[src/design/sfpr_pkg.sv]
// Shared types, byte codes and helpers for the serial frame parser/responder.
// Used by every module of the block; no dependencies.
package sfpr_pkg;

  // Frame characters
  localparam logic [7:0] CH_U     = 8'h55;
  localparam logic [7:0] CH_N     = 8'h4E;
  localparam logic [7:0] CH_E     = 8'h45;
  localparam logic [7:0] CH_R     = 8'h52;
  localparam logic [7:0] CH_COLON = 8'h3A;

  // Command codes
  localparam logic [7:0] CMD_SEND = 8'hA0;
  localparam logic [7:0] CMD_NACK = 8'hA1;
  localparam logic [7:0] CMD_ACK  = 8'h0D;

  // Reply frame
  localparam logic [7:0] REPLY_TAG = 8'h06;
  localparam logic [7:0] REPLY_LEN_HI = 8'h00;
  localparam int         REPLY_LEN = 13;
  localparam int         IDX_W     = $clog2(REPLY_LEN);
  localparam logic [IDX_W-1:0] IDX_LAST = IDX_W'(REPLY_LEN - 1);

  // Byte positions within the reply frame
  localparam logic [IDX_W-1:0] POS_U    = IDX_W'(0);
  localparam logic [IDX_W-1:0] POS_N    = IDX_W'(1);
  localparam logic [IDX_W-1:0] POS_E    = IDX_W'(2);
  localparam logic [IDX_W-1:0] POS_R    = IDX_W'(3);
  localparam logic [IDX_W-1:0] POS_TAG  = IDX_W'(4);
  localparam logic [IDX_W-1:0] POS_LHI  = IDX_W'(5);
  localparam logic [IDX_W-1:0] POS_COL  = IDX_W'(6);
  localparam logic [IDX_W-1:0] POS_CMD  = IDX_W'(7);
  localparam logic [IDX_W-1:0] POS_A_LO = IDX_W'(8);
  localparam logic [IDX_W-1:0] POS_A_HI = IDX_W'(9);
  localparam logic [IDX_W-1:0] POS_B_LO = IDX_W'(10);
  localparam logic [IDX_W-1:0] POS_B_HI = IDX_W'(11);
  localparam logic [IDX_W-1:0] POS_SUM  = IDX_W'(12);

  // XOR of the fixed reply bytes ahead of the channel data
  localparam logic [7:0] REPLY_HDR_XOR =
    CH_U ^ CH_N ^ CH_E ^ CH_R ^ REPLY_TAG ^ REPLY_LEN_HI ^ CH_COLON ^ CMD_SEND;

  // XOR of the fixed request header letters and the colon
  localparam logic [7:0] RX_HDR_XOR = CH_U ^ CH_N ^ CH_E ^ CH_R ^ CH_COLON;

  // Input operations
  localparam logic OP_BYTE = 1'b0;
  localparam logic OP_LOAD = 1'b1;

  // Parser phases
  typedef enum logic [2:0] {
    PH_HUNT   = 3'd0,
    PH_GOT_U  = 3'd1,
    PH_GOT_N  = 3'd2,
    PH_GOT_E  = 3'd3,
    PH_LEN_LO = 3'd4,
    PH_LEN_HI = 3'd5,
    PH_COLON  = 3'd6,
    PH_BODY   = 3'd7
  } phase_t;

  // Parser results seen by the reply stage
  typedef struct packed {
    logic        ack;
    logic [15:0] chan_a;
    logic [15:0] chan_b;
  } parse_status_t;

  // Reply stage status seen by the input stage
  typedef struct packed {
    logic free;
  } reply_status_t;

  // Checksum of a reply frame for the given channels
  function automatic logic [7:0] reply_sum(input logic [15:0] a, input logic [15:0] b);
    reply_sum = REPLY_HDR_XOR ^ a[7:0] ^ a[15:8] ^ b[7:0] ^ b[15:8];
  endfunction

endpackage

[src/design/sfpr_parser.sv]
// Frame parser state: header match, length count, running XOR, command
// handling, acknowledge flag and stored ADC channels. Uses sfpr_pkg.
module sfpr_parser (
  input  logic                   clk,
  input  logic                   rst,
  input  logic                   take,
  input  logic                   op,
  input  logic [7:0]             rx_byte,
  input  logic [15:0]            adc_first,
  input  logic [15:0]            adc_second,
  output logic                   reply_req,
  output sfpr_pkg::parse_status_t status
);

  sfpr_pkg::phase_t phase, phase_next;
  logic [7:0]  bytes_left, bytes_left_next;
  logic [7:0]  running_xor, running_xor_next;
  logic [7:0]  command_byte, command_byte_next;
  logic        command_seen, command_seen_next;
  logic [7:0]  length_high, length_high_next;
  logic        ack_state, ack_state_next;
  logic [15:0] channel_a, channel_a_next;
  logic [15:0] channel_b, channel_b_next;
  logic        frame_good;
  logic        miss_u;

  // A valid frame ends on this byte
  assign frame_good = (phase == sfpr_pkg::PH_BODY) && (bytes_left <= 8'd1) &&
                      (rx_byte == running_xor) && command_seen;
  assign miss_u = (rx_byte == sfpr_pkg::CH_U);

  // Next state of the parser
  always_comb begin
    phase_next        = phase;
    bytes_left_next   = bytes_left;
    running_xor_next  = running_xor;
    command_byte_next = command_byte;
    command_seen_next = command_seen;
    length_high_next  = length_high;
    ack_state_next    = ack_state;
    channel_a_next    = channel_a;
    channel_b_next    = channel_b;
    if (op == sfpr_pkg::OP_LOAD) begin
      channel_a_next = adc_first;
      channel_b_next = adc_second;
    end else begin
      unique case (phase)
        sfpr_pkg::PH_HUNT: begin
          if (miss_u) phase_next = sfpr_pkg::PH_GOT_U;
        end
        sfpr_pkg::PH_GOT_U: begin
          if (rx_byte == sfpr_pkg::CH_N) phase_next = sfpr_pkg::PH_GOT_N;
          else phase_next = miss_u ? sfpr_pkg::PH_GOT_U : sfpr_pkg::PH_HUNT;
        end
        sfpr_pkg::PH_GOT_N: begin
          if (rx_byte == sfpr_pkg::CH_E) phase_next = sfpr_pkg::PH_GOT_E;
          else phase_next = miss_u ? sfpr_pkg::PH_GOT_U : sfpr_pkg::PH_HUNT;
        end
        sfpr_pkg::PH_GOT_E: begin
          if (rx_byte == sfpr_pkg::CH_R) phase_next = sfpr_pkg::PH_LEN_LO;
          else phase_next = miss_u ? sfpr_pkg::PH_GOT_U : sfpr_pkg::PH_HUNT;
        end
        sfpr_pkg::PH_LEN_LO: begin
          bytes_left_next = rx_byte;
          phase_next      = sfpr_pkg::PH_LEN_HI;
        end
        sfpr_pkg::PH_LEN_HI: begin
          length_high_next = rx_byte;
          phase_next       = sfpr_pkg::PH_COLON;
        end
        sfpr_pkg::PH_COLON: begin
          if (rx_byte == sfpr_pkg::CH_COLON) begin
            // seed the checksum with the header; a zero length counts as one
            running_xor_next  = sfpr_pkg::RX_HDR_XOR ^ bytes_left ^ length_high;
            if (bytes_left == 8'd0) bytes_left_next = 8'd1;
            command_seen_next = 1'b0;
            phase_next        = sfpr_pkg::PH_BODY;
          end else begin
            phase_next = miss_u ? sfpr_pkg::PH_GOT_U : sfpr_pkg::PH_HUNT;
          end
        end
        sfpr_pkg::PH_BODY: begin
          if (bytes_left > 8'd1) begin
            running_xor_next = running_xor ^ rx_byte;
            if (!command_seen) begin
              command_byte_next = rx_byte;
              command_seen_next = 1'b1;
            end
            bytes_left_next = bytes_left - 8'd1;
          end else begin
            bytes_left_next = 8'd0;
            phase_next      = sfpr_pkg::PH_HUNT;
            if (frame_good && command_byte == sfpr_pkg::CMD_ACK) ack_state_next = 1'b1;
            if (frame_good && command_byte == sfpr_pkg::CMD_NACK) ack_state_next = 1'b0;
          end
        end
        default: phase_next = sfpr_pkg::PH_HUNT;
      endcase
    end
  end

  // Outputs of the parser
  always_comb begin
    reply_req = (op == sfpr_pkg::OP_LOAD) ||
                (frame_good && command_byte == sfpr_pkg::CMD_SEND);
    status.ack    = ack_state;
    status.chan_a = channel_a;
    status.chan_b = channel_b;
  end

  // Advance parser state on each beat handed to the reply stage
  always_ff @(posedge clk) begin
    if (rst) begin
      phase        <= sfpr_pkg::PH_HUNT;
      bytes_left   <= 8'd0;
      running_xor  <= 8'd0;
      command_byte <= 8'd0;
      command_seen <= 1'b0;
      length_high  <= 8'd0;
      ack_state    <= 1'b0;
      channel_a    <= 16'd0;
      channel_b    <= 16'd0;
    end else if (take) begin
      phase        <= phase_next;
      bytes_left   <= bytes_left_next;
      running_xor  <= running_xor_next;
      command_byte <= command_byte_next;
      command_seen <= command_seen_next;
      length_high  <= length_high_next;
      ack_state    <= ack_state_next;
      channel_a    <= channel_a_next;
      channel_b    <= channel_b_next;
    end
  end

endmodule

[src/design/sfpr_reply.sv]
// Result register and reply serializer: holds the current result beat and
// steps through the 13-byte reply frame. Uses sfpr_pkg.
module sfpr_reply (
  input  logic                          clk,
  input  logic                          rst,
  input  logic                          load,
  input  logic                          reply_req,
  input  sfpr_pkg::parse_status_t       status,
  input  logic                          out_stall,
  output logic                          out_valid,
  output logic                          tx_valid,
  output logic [7:0]                    tx_byte,
  output logic                          last,
  output logic                          ack_flag,
  output sfpr_pkg::reply_status_t       rstat
);

  logic                       busy;
  logic                       is_reply;
  logic [sfpr_pkg::IDX_W-1:0] idx;
  logic [7:0]                 frame_byte;

  // Select the reply byte at the current position
  always_comb begin
    unique case (idx)
      sfpr_pkg::POS_U:    frame_byte = sfpr_pkg::CH_U;
      sfpr_pkg::POS_N:    frame_byte = sfpr_pkg::CH_N;
      sfpr_pkg::POS_E:    frame_byte = sfpr_pkg::CH_E;
      sfpr_pkg::POS_R:    frame_byte = sfpr_pkg::CH_R;
      sfpr_pkg::POS_TAG:  frame_byte = sfpr_pkg::REPLY_TAG;
      sfpr_pkg::POS_LHI:  frame_byte = sfpr_pkg::REPLY_LEN_HI;
      sfpr_pkg::POS_COL:  frame_byte = sfpr_pkg::CH_COLON;
      sfpr_pkg::POS_CMD:  frame_byte = sfpr_pkg::CMD_SEND;
      sfpr_pkg::POS_A_LO: frame_byte = status.chan_a[7:0];
      sfpr_pkg::POS_A_HI: frame_byte = status.chan_a[15:8];
      sfpr_pkg::POS_B_LO: frame_byte = status.chan_b[7:0];
      sfpr_pkg::POS_B_HI: frame_byte = status.chan_b[15:8];
      sfpr_pkg::POS_SUM:  frame_byte = sfpr_pkg::reply_sum(status.chan_a, status.chan_b);
      default:            frame_byte = 8'd0;
    endcase
  end

  // Drive the result beat
  assign out_valid = busy;
  assign tx_valid  = is_reply;
  assign tx_byte   = is_reply ? frame_byte : 8'd0;
  assign last      = !is_reply || (idx == sfpr_pkg::IDX_LAST);
  assign ack_flag  = status.ack;

  // Free for a new item when empty or when the final beat leaves now
  assign rstat.free = !busy || (last && !out_stall);

  // Load a new result, or advance through the reply burst
  always_ff @(posedge clk) begin
    if (rst) begin
      busy     <= 1'b0;
      is_reply <= 1'b0;
      idx      <= '0;
    end else if (load) begin
      busy     <= 1'b1;
      is_reply <= reply_req;
      idx      <= '0;
    end else if (busy && !out_stall) begin
      if (last) busy <= 1'b0;
      else idx <= idx + 1'b1;
    end
  end

endmodule

[src/design/serial_frame_parser_responder_top.sv]
// Serial frame parser/responder: accepts one byte or ADC load per unstalled cycle and
// answers with a status beat or a 13-byte reply frame. Uses sfpr_pkg, sfpr_parser, sfpr_reply.
//
// Each input beat is registered, then handed to the parser once the result
// register is free. A received byte that does not complete a send request
// yields one result beat (tx_valid low, last high), so bytes stream at one
// per cycle while out_stall is low. A load beat, or a valid frame carrying the
// send command, yields a 13-beat reply frame; the result register then stays
// busy until its final beat has left, held longer by out_stall, while one further
// input beat waits in the input register. ack_flag on each result beat is the flag
// after that input was handled.
module serial_frame_parser_responder_top (
  input  logic        clk,
  input  logic        rst,
  input  logic        in_valid,
  output logic        in_stall,
  input  logic        op,
  input  logic [7:0]  rx_byte,
  input  logic [15:0] adc_first,
  input  logic [15:0] adc_second,
  output logic        out_valid,
  input  logic        out_stall,
  output logic        tx_valid,
  output logic [7:0]  tx_byte,
  output logic        last,
  output logic        ack_flag
);

  logic                    s1_valid;
  logic                    s1_op;
  logic [7:0]              s1_byte;
  logic [15:0]             s1_adc_a;
  logic [15:0]             s1_adc_b;
  logic                    take;
  logic                    reply_req;
  sfpr_pkg::parse_status_t status;
  sfpr_pkg::reply_status_t rstat;

  // Hand the held beat on when the result register is free
  assign take     = s1_valid && rstat.free;
  assign in_stall = s1_valid && !rstat.free;

  // Input register
  always_ff @(posedge clk) begin
    if (rst) begin
      s1_valid <= 1'b0;
    end else if (!in_stall) begin
      s1_valid <= in_valid;
    end
  end

  always_ff @(posedge clk) begin
    if (in_valid && !in_stall) begin
      s1_op    <= op;
      s1_byte  <= rx_byte;
      s1_adc_a <= adc_first;
      s1_adc_b <= adc_second;
    end
  end

  sfpr_parser u_parser (
    .clk        (clk),
    .rst        (rst),
    .take       (take),
    .op         (s1_op),
    .rx_byte    (s1_byte),
    .adc_first  (s1_adc_a),
    .adc_second (s1_adc_b),
    .reply_req  (reply_req),
    .status     (status)
  );

  sfpr_reply u_reply (
    .clk       (clk),
    .rst       (rst),
    .load      (take),
    .reply_req (reply_req),
    .status    (status),
    .out_stall (out_stall),
    .out_valid (out_valid),
    .tx_valid  (tx_valid),
    .tx_byte   (tx_byte),
    .last      (last),
    .ack_flag  (ack_flag),
    .rstat     (rstat)
  );

endmodule

[config.mk]
export PLATFORM = sky130hd
export DESIGN_NAME = serial_frame_parser_responder_top
export DESIGN_NICKNAME = d
export VERILOG_FILES = /design/src/design/sfpr_pkg.sv /design/src/design/sfpr_parser.sv /design/src/design/sfpr_reply.sv /design/src/design/serial_frame_parser_responder_top.sv
export SDC_FILE = /design/constraint.sdc
export NUM_CORES = 1
export LEC_CHECK = 0
export ABC_AREA = 1
export BUFFER_PORTS_ARGS = -buffer_cell sky130_fd_sc_hd__buf_4
export CELL_PAD_IN_SITES_DETAIL_PLACEMENT = 0
export CELL_PAD_IN_SITES_GLOBAL_PLACEMENT = 1
export CORE_AREA = 2 2 119 121
export DETAILED_ROUTE_END_ITERATION = 12
export DIE_AREA = 0 0 121 123
export PLACE_DENSITY_LB_ADDON = 0.08
export SYNTH_ARGS = -nofsm -noshare
export SYNTH_HDL_FRONTEND = slang
export SYNTH_HIERARCHICAL = 1
export SYNTH_SLANG_ARGS = --single-unit
export TNS_END_PERCENT = 5
[constraint.sdc]
create_clock -name clk -period 3.6 [get_ports clk]
set_input_delay 1.08 -clock clk [delete_from_list [all_inputs] [get_ports clk]]
set_output_delay 1.08 -clock clk [all_outputs]
set_load 0.05 [all_outputs]
# --- Word-level counts from Yosys, hierarchy flattened ---
# Index checks and enable logic that the tools add are counted.
word_totals:
  mem_bits_rw: 0
  romBits: 0
  output_inout_bits: 13
  in_bits: 45
  latchBits: 0
  mem_count: 0
  ff_bits: 117
classes:
  eq_ne: 32
  magnitude_cmp: 2
  bitwise: 11
  mux: 25
  n_reduce_logical: 37
  shift: 0
  div_mod_pow: 0
  n_mul: 0
  add_sub_neg: 2
op_table:
  columns: ["cell", "count"]
  rows:
  - ["8-bit case mux with 12 select lines", 1]
  - ["8-bit 2-to-1 mux", 6]
  - ["8-bit bitwise XOR", 5]
  - ["8-bit by 7-bit == test with 1-bit output, second input constant", 4]
  - ["3-bit case mux with 8 select lines", 1]
  - ["8-bit case mux with 3 select lines", 1]
  - ["4-bit == test, second input constant", 5]
  - ["5-bit AND reduction", 4]
  - ["3-bit 2-to-1 mux", 6]
  - ["8-bit == test, second input constant", 2]
  - ["8-bit case mux with 2 select lines", 1]
  - ["3-bit == test, second input constant", 4]
  - ["4-bit by 3-bit == test with 1-bit output, second input constant", 3]
  - ["1-bit logical AND", 11]
  - ["4-bit by 2-bit == test with 1-bit output, second input constant", 2]
  - ["8-bit by 4-bit == test with 1-bit output, second input constant", 1]
  - ["8-bit by 6-bit == test with 1-bit output, second input constant", 1]
  - ["8-bit == test", 1]
  - ["8-bit by 1-bit > comparator with 1-bit output, second input constant", 1]
  - ["8-bit by 1-bit less-or-equal comparator with 1-bit output, second input constant", 1]
  - ["8-bit logical NOT", 1]
  - ["1-bit 2-to-1 mux", 8]
  - ["2-bit nonzero test", 4]
  - ["8-bit by 1-bit subtractor with 8-bit output, second input constant", 1]
  - ["other kinds (19)", 34]

# --- Logic depth before layout (Yosys ltp) ---
depth:
  word_depth: 8
  ltp_mapped: 14
  ltp_nobuf: 14

# --- Modules after synthesis ---
# The synthesis kept the hierarchy.
by_module_without_submodules:
  columns: ["module", "cells_per_inst", "seq_area_each_um2", "area_each_um2", "instances"]
  rows:
  - ["sfpr_parser", 501, 1381.3, 3424.5, 1]
  - ["serial_frame_parser_responder_top", 50, 1251.2, 1287.5, 1]
  - ["sfpr_reply", 217, 120.1, 1171.1, 1]

# --- Worst setup path after synthesis ---
# Ideal clock, no wire load.
synth_path:
  kind: "register to register"
  startpoint: "register u_reply/idx[0] in the netlist's numbering"
  endpoint: "register s1_adc_a[0], enable pin"
  period_less_slack_ps: 3115
  slack_ps: 485
  stages_incl_launch_ff: 11
  t_required_ps: 3193
  t_arrival_ps: 2709
  setup_ps: 407
  cell_sequence: "dfxtp_1 inv_1 ha_1 nand3_1 nand2_2 inv_2 o21ai_1 inv_1 nand2_2 inv_2 nor2_2"
synth_via:
  elab_chain_cells: 8
synth_lines:
  columns: ["item", "line_no", "source"]
  rows:
  - ["from (decl)", "sfpr_reply.sv:20", "logic [sfpr_pkg::IDX_W-1:0] idx;"]
  - ["from (signal assigned)", "sfpr_reply.sv:65", "else idx <= idx + 1'b1;"]
  - ["4-bit == test", "sfpr_reply.sv:47", "assign last = !is_reply || (idx == sfpr_pkg::IDX_LAST);"]
  - ["1-bit logical OR", "sfpr_reply.sv:47", null]
  - ["net last", "serial_frame_parser_responder_top.sv:25", "output logic last,"]
  - ["1-bit logical AND", "sfpr_reply.sv:51", "assign rstat.free = !busy || (last && !out_stall);"]
  - ["1-bit logical OR", "sfpr_reply.sv:51", null]
  - ["net rstat", "serial_frame_parser_responder_top.sv:37", "sfpr_pkg::reply_status_t rstat;"]
  - ["1-bit logical NOT", "serial_frame_parser_responder_top.sv:41", "assign in_stall = s1_valid && !rstat.free;"]
  - ["1-bit logical AND", "serial_frame_parser_responder_top.sv:41", null]
  - ["net in_stall", "serial_frame_parser_responder_top.sv:16", "output logic in_stall,"]
  - ["1-bit logical NOT", "serial_frame_parser_responder_top.sv:53", "if (in_valid && !in_stall) begin"]
  - ["1-bit logical AND", "serial_frame_parser_responder_top.sv:53", null]
  - ["to (signal assigned)", "serial_frame_parser_responder_top.sv:56", "s1_adc_a <= adc_first;"]
  - ["to (decl)", "serial_frame_parser_responder_top.sv:32", "logic [15:0] s1_adc_a;"]
# The timed path passes the listed nets, and every way through them passes these cells.
# A chain may end at the register's enable or synchronous reset.

# --- Worst setup path in the final report ---
layout_path:
  startpoint: "register u_reply/idx[0] in the netlist's numbering"
  endpoint: "output port in_stall"
layout_via:
  elab_chain_cells: 6
layout_lines:
  columns: ["item", "line_no"]
  rows:
  - ["4-bit == test", "sfpr_reply.sv:47"]
  - ["1-bit logical OR", "sfpr_reply.sv:47"]
  - ["1-bit logical AND", "sfpr_reply.sv:51"]
  - ["1-bit logical OR", "sfpr_reply.sv:51"]
  - ["net rstat", "serial_frame_parser_responder_top.sv:37"]
  - ["1-bit logical NOT", "serial_frame_parser_responder_top.sv:41"]
  - ["1-bit logical AND", "serial_frame_parser_responder_top.sv:41"]
  - ["to (decl)", "serial_frame_parser_responder_top.sv:16"]
# The timed path passes the listed nets, and every way through them passes these cells.

==> key figures <==
CTS
  • # Post-CTS Setup Buffers: 0
  • Latest clock arrival within the worst-skew pair: 0.41 ns
  • CTS max path bufs: 2
  • CTS root buf: clkbuf_16
  • # clock sinks: 117
  • H-tree levels: 4
  • Worst-path clk slew: 0.06 ns
  • Post-CTS sizing: 0
  • Hold Buf Count CTS: 0
  • CTS tree: yes
  • Cts bufs inserted: 17

Place
  • Post-DP HPWL: 11.0 mm
  • Final Wtd Congestion: 0.990
  • Input/output buffers: 57
  • Placed cells: 985
  • Placed Area: 6450 um^2

Final layout
  • Post-Layout Cell Count: 1,017
  • Antenna cells: 0
  • Area growth syn-to-layout: 19.7%
  • Post-route cell area: 7040 um^2
  • Layout cells sized above 1: 0.142
  • Layout net count: 875

Critical path
  • Crit end category: output port
  • Crit path DAT: 2.26 ns
  • Worst Path Required: 2.52 ns
  • Critical path peak fanout: 7
  • Kind of critical path: register to output port
  • Startpoint types: register

Timing
  • Setup TNS: 0 ns
  • Final hold violations: 0
  • Worst Clk Skew: 0.00740 ns
  • Unrepaired setup endpoints after global routing: false
  • F_max: 299 MHz
  • Tmin final: 3.34 ns
  • Final Max Tran Viols: 0
  • Least-Margin Pin Slew: 0.768 ns
  • Final setup viols: 0
  • Rel. slew slack: 0.486
  • Period utilization: 0.929

Routing
  • Vias per inst: 5.03
  • DRC: 0
  • Post-DR wirelength/cell: 14.8 um
  • Final antenna-violating net count: 0
  • Drt pass-1 iters: 5
  • Drt total wl: 15.0 mm
  • Routed vias: 5,112
  • Detailed Route Iter0 Violations: 450

Logic synthesis
  • XOR/XNOR Fraction of Synth Area: 0.0521
  • Syn Inst Count: 768
  • Main combinational cell family by area after synthesis: simple AND/OR/NAND/NOR gates
  • Post-Synth Adder-Cell Area: 0.0128
  • Post-synthesis simple-gate area fraction: 0.286
  • Seq/Total Area, Yosys: 0.468
  • Compound-cell area share of the yosys netlist: 0.108
  • YS warnings: 6
  • Avg Cell Area, Syn: 7.66 um^2
  • Synthesized area: 5880 um^2
  • FF+latch count, synth: 117
  • Mux contribution to synthesized area: 0
  • Netlist cell types: 38
  • Syn Nets: 819

Power and ir drop
  • Cell leakage power: 3.05 nW
  • Pwr Density: 474 nW/um^2
  • Max IR drop VDD: 0.298 mV

GRT
  • Global-route wire length before repair: 24.3 mm
  • Total grt overflow: 0
  • Initial antenna violation count: 0
  • Vias in the first global route: 4,882
  • Pin count of the biggest net entering global routing: 50
  • Total GRT Usage: 0.214

Floorplan
  • Die height: 123 um
  • Die footprint: 14,900 um^2
  • Core Area: 13,600 um^2
  • # rows: 43
  • Ports: 58
  • Initial Util: 0.432
  • Die Width: 121 um

Min path
  • Hold Crit Class: register to register

Job
  • Max-cap violations: 0

Status
  • Status: finished clean
-- power breakdown --
group          switching, W  total [W]  leakage (nW)  internal (W)
clock              0.000624    0.00164         0.285       0.00101
sequential        0.0000454    0.00147          1.02       0.00142
combinational      0.000139   0.000232          1.74     0.0000933
total              0.000809    0.00334          3.05       0.00253
-- critical path, cell delays in order (launching register included) --
cell,delay (ns)
dfxtp_1,0.33
inv_1,0.13
ha_1,0.31
nand3_1,0.28
nand2_2,0.16
inv_2,0.06
o21ai_1,0.21
inv_1,0.08
nand2_2,0.07
inv_2,0.05
buf_4,0.18
-- path summary, 6_finish.rpt --
| check | start | depth (start not counted) | slack (ns) | to |
|---|---|---|---|---|
| max | u_reply/idx[0]$_SDFFE_PP0P_ | 10 | 0.26 | in_stall |
| min | u_parser/command_seen$_SDFFE_PP0P_ | 2 | 0.46 | u_parser/command_seen$_SDFFE_PP0P_ |
| max reg2reg | u_reply/idx[0]$_SDFFE_PP0P_ | 12 | 0.72 | u_parser/channel_b[1]$_SDFFE_PP0P_ |
| min reg2reg | u_parser/command_seen$_SDFFE_PP0P_ | 2 | 0.46 | u_parser/command_seen$_SDFFE_PP0P_ |
-- synthesized netlist by cell type, drive strengths merged --
library cell  count  area [um^2]
xnor2            17          149
a211oi            1         7.51
edfxtp           41         1230
a31oi             1         6.26
nor2            139          549
clkinv            1         3.75
nand2           168          667
dfxtp            76         1520
o21ai            70          358
o22ai             4         25.0
nand4            11         83.8
buf              12         77.6
clkbuf           13         58.8
a21oi            44          231
nor3             12         87.6
o211ai            1         7.51
nand3            55          293
xor2             18          158
inv              78          293
ha                6         75.1
-- state kept, by name, indices dropped and copies added, names as in the netlist, 3 cells and up --
register	flops
u_parser/bytes_left	8
s1_adc_a	16
u_parser/channel_b	16
u_parser/channel_a	16
s1_adc_b	16
s1_byte	8
u_parser/phase	3
u_reply/idx	4
u_parser/running_xor	8
u_parser/length_high	8
u_parser/command_byte	8
-- placed cells by master, fill, tap and decap left out, drive strengths merged --
master,count
o211ai,1
xnor2,17
inv,81
o21ai,70
clkinv,8
a21oi,44
nor2,139
dfxtp,76
clkinvlp,2
nand4,11
xor2,18
o22ai,4
nor3,12
nand2,168
edfxtp,41
ha,6
clkbuf,19
bufinv,1
a211oi,1
a31oi,1
nand3,55
buf,62
-- area by class of cell --
| cell class | instances | area, um^2 |
|---|---|---|
| Clock inverter | 13 | 121 |
| Sequential cell | 117 | 2750 |
| Timing Repair Buffer | 62 | 478 |
| Inverter | 79 | 297 |
| Clock buffer | 19 | 464 |
| Tap cell | 180 | 225 |
| Fill cell | 1282 | 6570 |
| Multi-Input combinational cell | 547 | 2700 |
-- logic make-up after synthesis --
logic type / after synthesis
and+or+nand+nor: 385
AOI/OAI and AO/OA: 121
DFF: 117
buffers and inverters: 104
xor gates and xnor gates: 35
adders and majority gates: 6
-- stage by stage --
step | hold WS (ns) | setup slack, ns | power (W) | utilization
4_1_cts | 0.462 | 0.255 | 0.00338 | 0.517
5_1_grt | 0.481 | 0.0627 | 0.00347 | 0.517
3_3_place_gp | 0.448 | 0.747 | 0.00172 | 0.474
3_5_place_dp | 0.455 | 0.719 | 0.00173 | 0.474
6_report | 0.463 | 0.257 | 0.00334 | 0.517
2_1_floorplan | 0.438 | 0.485 | 0.00163 | -
-- metal layers --
layer / global-route usage / part of all wire / wire [um] / vias to the layer above
li1: - / - / - / 2607
met4: 0.0901 / 0.025 / 378 / 0
met5: 0 / 0 / 0 / -
met1: 0.242 / 0.41 / 6170 / 2366
met3: 0.0461 / 0.039 / 580 / 22
met2: 0.389 / 0.53 / 7920 / 117
(Power assumes the default switching activity.)
